--- src/sv/assert_macros.svh ---
// Assertion macros shared by the histogram engine RTL.
`ifndef ASSERT_MACROS_SVH
`define ASSERT_MACROS_SVH

// Whenever ante holds at a clock edge, cons must hold at the same edge.
`define ASSERT_IMPLIES(lbl, ante, cons, msg) \
  lbl: assert property (@(posedge clk) disable iff (!rst_n) (ante) |-> (cons)) \
    else $error(msg);

// The condition must never be true at a clock edge outside reset.
`define ASSERT_NEVER(lbl, cond, msg) \
  lbl: assert property (@(posedge clk) disable iff (!rst_n) !(cond)) \
    else $error(msg);

`endif

--- src/sv/edh_pkg.sv ---
// Types, constants and helpers shared by the histogram engine modules.
package edh_pkg;

  localparam int MAX_BINS  = 64;
  localparam int IDX_W     = (MAX_BINS > 1) ? $clog2(MAX_BINS) : 1;
  localparam int CNT_W     = $clog2(MAX_BINS + 1);
  localparam int KEY_W     = 32;
  localparam int OCC_W     = 32;
  localparam int HGT_W     = 48;
  localparam int DV_W      = 20;
  localparam int MB_W      = 7;
  localparam int BIN_W     = 6;
  localparam int CFG_W     = 20;
  localparam int CFG_IDX_W = 1;
  localparam int DIVC_W    = $clog2(DV_W + 1);

  localparam logic [CFG_IDX_W-1:0] REG_MAX_BINS = 1'd0;
  localparam logic [CFG_IDX_W-1:0] REG_DISTINCT = 1'd1;

  localparam logic [MB_W-1:0] MAX_BINS_RST = MB_W'(64);
  localparam logic [DV_W-1:0] DISTINCT_RST = DV_W'(1);

  localparam logic ANS_BIN    = 1'b0;
  localparam logic ANS_LOOKUP = 1'b1;

  typedef enum logic {
    REQ_BUILD  = 1'b0,
    REQ_LOOKUP = 1'b1
  } req_kind_t;

  typedef struct packed {
    req_kind_t               kind;
    logic signed [KEY_W-1:0] key;
    logic [OCC_W-1:0]        occ;
    logic                    fin;
  } item_t;

  // Head of the queue between the front and the back.
  typedef struct packed {
    logic  valid;
    item_t item;
  } qhead_t;

  typedef struct packed {
    logic                    kind;
    logic [BIN_W-1:0]        bin_number;
    logic signed [KEY_W-1:0] bin_low;
    logic signed [KEY_W-1:0] bin_high;
    logic [HGT_W-1:0]        bin_total;
    logic [DV_W-1:0]         bin_distinct;
    logic                    found;
    logic [BIN_W-1:0]        next_bin;
    logic                    next_found;
    logic                    last_bin;
  } res_t;

  typedef enum logic [2:0] {
    ST_IDLE,
    ST_DIV,
    ST_BUILD,
    ST_SEARCH,
    ST_FETCH,
    ST_EMIT
  } state_t;

  // Bin indexes are reported modulo the width of the bin number field.
  function automatic logic [BIN_W-1:0] bin_field(input logic [CNT_W-1:0] v);
    return BIN_W'(32'(v));
  endfunction

endpackage

--- src/sv/edh_front.sv ---
// Front end: accepts input beats, classifies them and queues them for the back end.
module edh_front (
  input  logic                            clk,
  input  logic                            rst_n,
  input  logic                            in_valid,
  output logic                            in_stall,
  input  logic                            in_req_type,
  input  logic signed [edh_pkg::KEY_W-1:0] in_key_value,
  input  logic [edh_pkg::OCC_W-1:0]       in_occurrences,
  input  logic                            in_final_pair,
  input  logic                            pop,
  output edh_pkg::qhead_t                 head
);
  import edh_pkg::*;

  localparam int QDEPTH = 2;

  item_t      q_mem_r [QDEPTH];
  logic       wr_ptr_r, wr_ptr_nxt;
  logic       rd_ptr_r, rd_ptr_nxt;
  logic [1:0] cnt_r, cnt_nxt;
  logic       push;
  item_t      new_item;

  assign in_stall = (cnt_r == 2'(QDEPTH));
  assign push     = in_valid && !in_stall;

  always_comb begin
    new_item.kind = in_req_type ? REQ_LOOKUP : REQ_BUILD;
    new_item.key  = in_key_value;
    new_item.occ  = in_occurrences;
    new_item.fin  = in_final_pair;
  end

  assign head.valid = (cnt_r != 2'd0);
  assign head.item  = q_mem_r[rd_ptr_r];

  always_comb begin
    wr_ptr_nxt = push ? ~wr_ptr_r : wr_ptr_r;
    rd_ptr_nxt = pop ? ~rd_ptr_r : rd_ptr_r;
    unique case ({push, pop})
      2'b10:   cnt_nxt = cnt_r + 2'd1;
      2'b01:   cnt_nxt = cnt_r - 2'd1;
      default: cnt_nxt = cnt_r;
    endcase
  end

  always_ff @(posedge clk) begin
    if (!rst_n) begin
      wr_ptr_r <= 1'b0;
      rd_ptr_r <= 1'b0;
      cnt_r    <= 2'd0;
    end else begin
      wr_ptr_r <= wr_ptr_nxt;
      rd_ptr_r <= rd_ptr_nxt;
      cnt_r    <= cnt_nxt;
    end
  end

  always_ff @(posedge clk) begin
    if (push) begin
      q_mem_r[wr_ptr_r] <= new_item;
    end
  end

endmodule

--- config.mk ---
export PLATFORM = sky130hd
export DESIGN_NAME = edh_front
export DESIGN_NICKNAME = d
export VERILOG_FILES = /design/src/sv/assert_macros.svh /design/src/sv/edh_pkg.sv /design/src/sv/edh_front.sv
export SDC_FILE = /design/constraint.sdc
export NUM_CORES = 1
export LEC_CHECK = 0
export ABC_AREA = 1
export CORE_ASPECT_RATIO = 2
export CORE_MARGIN = 3
export CORE_UTILIZATION = 45
export DETAILED_ROUTE_END_ITERATION = 12
export DONT_BUFFER_PORTS = 1
export GPL_TIMING_DRIVEN = 0
export PLACE_DENSITY = 0.66
export SYNTH_ARGS = -nofsm -noshare
export SYNTH_HDL_FRONTEND = slang
export SYNTH_SLANG_ARGS = --single-unit
--- constraint.sdc ---
create_clock -name clk -period 5.1 [get_ports clk]
set_input_delay 1.275 -clock clk [delete_from_list [all_inputs] [get_ports clk]]
set_output_delay 1.275 -clock clk [all_outputs]
set_load 0.05 [all_outputs]
==> results by group <==
Routing
  – DRT Pass-1 Iters: 4
  – Routed wl met2: 4950 microns
  – Vias/cell: 5.10
  – Vias: roughly 2100
  – DR top layer: met4
  – Routed WL per cell: 20.8 microns
  – Post-Route M1 WL: 2690 microns
  – WL final: 8640 microns
  – DRC Markers: 0
  – Met3 wire len: 631 microns
  – Final ANT Viol Nets: 0
  – DR iter-0 viols: 98

Finish
  – Seq. cell area: 4060 sq um
  – Fill count: between 800 and 900
  – Share of layout cells above drive strength 1: 0.378
  – Final #Nets: between 300 and 400
  – Diodes inserted: 0
  – Finished Core Util: 0.539
  – Area delta synth->final: 15.8%
  – Fin area: around 6000 sq um
  – Multi-input gate area: 1010 sq um

Global routing
  – Largest net degree at the start of global routing: 67
  – Gr usage total: 0.142
  – First-pass GRT wire length: 12700 microns
  – Initial antenna violation count: 0
  – Overflow after GRT: 0
  – Vias in the first global route: 2301

Die
  – Die area: 12900 sq um
  – Cell Rows: 54
  – Initial core utilization: 0.465
  – Core Area: 11100 sq um
  – DIE WIDTH: 81.7 microns
  – I/O pin cnt: 138
  – Die height: 157 microns

Clocking
  – Post-cts hold buffer count: 0
  – Post-cts resize count: 0
  – Clock Tree Root: clkbuf_16
  – Reg clk slew, reported paths: 50 ps
  – Worst skew pair latency: 400 ps
  – Clk sink count: roughly 140
  – CTS H-Tree Depth: 4
  – Setup Buffers After CTS: 0
  – Num CTS Buffers: 17
  – Max clock buf depth: 2
  – CTS tree: done

Logic synthesis
  – Synth top area cells: edfxtp_1, mux2_4, mux2_2
  – Unique masters post-synth: 13
  – Share of the synthesized area in the top cell type: 0.769
  – Synthesis Warnings: 0
  – #FFs+latches synth: 137
  – Dominant synthesized flop cell: edfxtp_1
  – Top-count cell post-synth: edfxtp_1
  – Sequential fraction of the synthesis area: 0.788
  – Leading area contributor after synthesis: edfxtp_1
  – Mapped Area: 5160 sq um
  – Mapped Nets: 313
  – Syn avg cell area: 21.3 sq um
  – Gate count of the mapped netlist: 242
  – EDFF count, synth: around 130
  – Post-synth ARST share: 0
  – Synth cell count leaders: edfxtp_1, mux2_4, mux2_2

Critical path
  – Worst R2R Path Depth: 7
  – Kind of critical path: register to output pin
  – Crit-path cells: inv_1 > nor2_1
  – Reg-to-Reg Start: cnt_r[1]
  – Crit start category: register
  – CP bufs+invs: 1
  – R2R setup slack: between 2000 and 3000 ps
  – Type of element capturing the critical path: output pin
  – CP required: 3830 ps
  – Largest stage delay on the critical path: 730 ps
  – Worst EP arrival: 1550 ps
  – FF-to-FF End: q_mem_r[0][45]
  – Crit-path max FO: 3
  – Critical Path Slowest Stage Cell: nor2_1
  – Crit path max-delay family: simple AND/OR/NAND/NOR gates

STA
  – Crit path time final: approximately 2800 ps
  – Slew Viols, Final: 0
  – Hold_ws: 503 ps
  – Unrepaired setup endpoints after global routing: false
  – Worst Clk Skew: 6.15 ps
  – Worst slew pin tran: approximately 1000 ps
  – Setup TNS: 0 ps
  – Hold Violations, Final: 0
  – Slew margin rel.: 0.348
  – Fin crit share: 0.555
  – # setup viols final: 0
  – Fmax: about 350 MHz

Power
  – Pint: around 2.2 mW
  – Power density cells: 498 nW/um^2
  – Comb pwr share: 0.144
  – NetSw: 0.775 mW
  – Max IR drop VDD: 0.267 mV
  – Pleak: 2.10 nW
  – Clock Power Share: 0.401
  – Switch share: 0.260
  – Register share of total power: 0.455

Min path
  – Hold_sp: rd_ptr_r
  – Hold Path Depth: 2
  – Hold Path End: rd_ptr_r
  – Type of the worst min-delay path: register to register

Placed design
  – HPWL Detailed: 5930 microns
  – Port Buf Inserts: 0
  – Placed instance area: 5390 sq um
  – GPL Wtd Cong: roughly 0.73

Run status
  – Outcome: finished, final reports clean

Flow run
  – Max Cap Viol: 0
## per-layer routing
layer  GRT usage  vias up
li1            -      970
met1       0.125     1042
met2       0.248       84
met3      0.0550       21
met4       0.108        0
met5           0        -
## cells in the final DEF, fill, tap and decap left out, drive strengths merged
cell type	instances
clkinv	5
inv	8
buf	9
nand2	9
ha	1
bufinv	3
mux2	66
nor2	12
nand4	1
o21ai	1
clkbuf	19
a21oi	1
edfxtp	132
clkinvlp	3
dfxtp	5
## final cells by class
class | count | area share
Sequential cell | 137 | 0.680
Clock inverter | 12 | 0.0253
Timing Repair Buffer | 2 | 0.00796
Clock buffer | 19 | 0.0725
Multi-Input combinational cell | 91 | 0.169
Tap cell | 140 | 0.0293
Buffer | 7 | 0.0111
Inverter | 7 | 0.00482
## sequential cells by signal, summed over array words and instances (netlist names), named ones only
register,flops
cnt_r,2
q_mem_r,132
wr_ptr_r,1
rd_ptr_r,1
## how the worst max path moves through the flow
stage,startpoint,end,slack [ps],depth (start not counted)
6_report,cnt_r[1],in_stall,2270,2
5_1_grt,register,head[42],2180,3
4_1_cts,register,head[61],2230,3
3_5_place_dp,in_valid,q_mem_r[0][56],2150,6
3_3_place_gp,in_valid,q_mem_r[0][33],-1170,4
2_1_floorplan,in_valid,q_mem_r[0][0],320,4
## per-stage QoR
stage / std cells / power [mW] / setup WS, ps
2_1_floorplan: 242 / 1.76 / 325
4_1_cts: 415 / 3.02 / 2230
3_5_place_dp: 384 / 1.82 / 2150
6_report: 415 / 2.98 / 2270
3_3_place_gp: 382 / 1.81 / -1170
5_1_grt: 415 / 3.09 / 2180
## worst min-delay path, delay by kind of cell, from the launching register on
family / cells / cell delay, ps
DFF: 1 / 320
and+or+nand+nor: 2 / 140
## power groups by stage
stage	registers, mW	clock network, mW	logic [mW]
2_1_floorplan	1.38	0	0.382
3_3_place_gp	1.38	0	0.421
3_5_place_dp	1.38	0	0.437
4_1_cts	1.36	1.22	0.438
5_1_grt	1.36	1.28	0.449
6_report	1.35	1.19	0.429
## cells by family after synthesis
kind of cell | after synthesis | share of synthesized area
muxes | 66 | 0.173
AOI/OAI and AO/OA | 2 | 0.00194
and+or+nand+nor | 22 | 0.0165
buffers and inverters | 14 | 0.0180
DFF | 137 | 0.788
adders and majority gates | 1 | 0.00243
No activity file was read; power rests on OpenSTA's default activity.
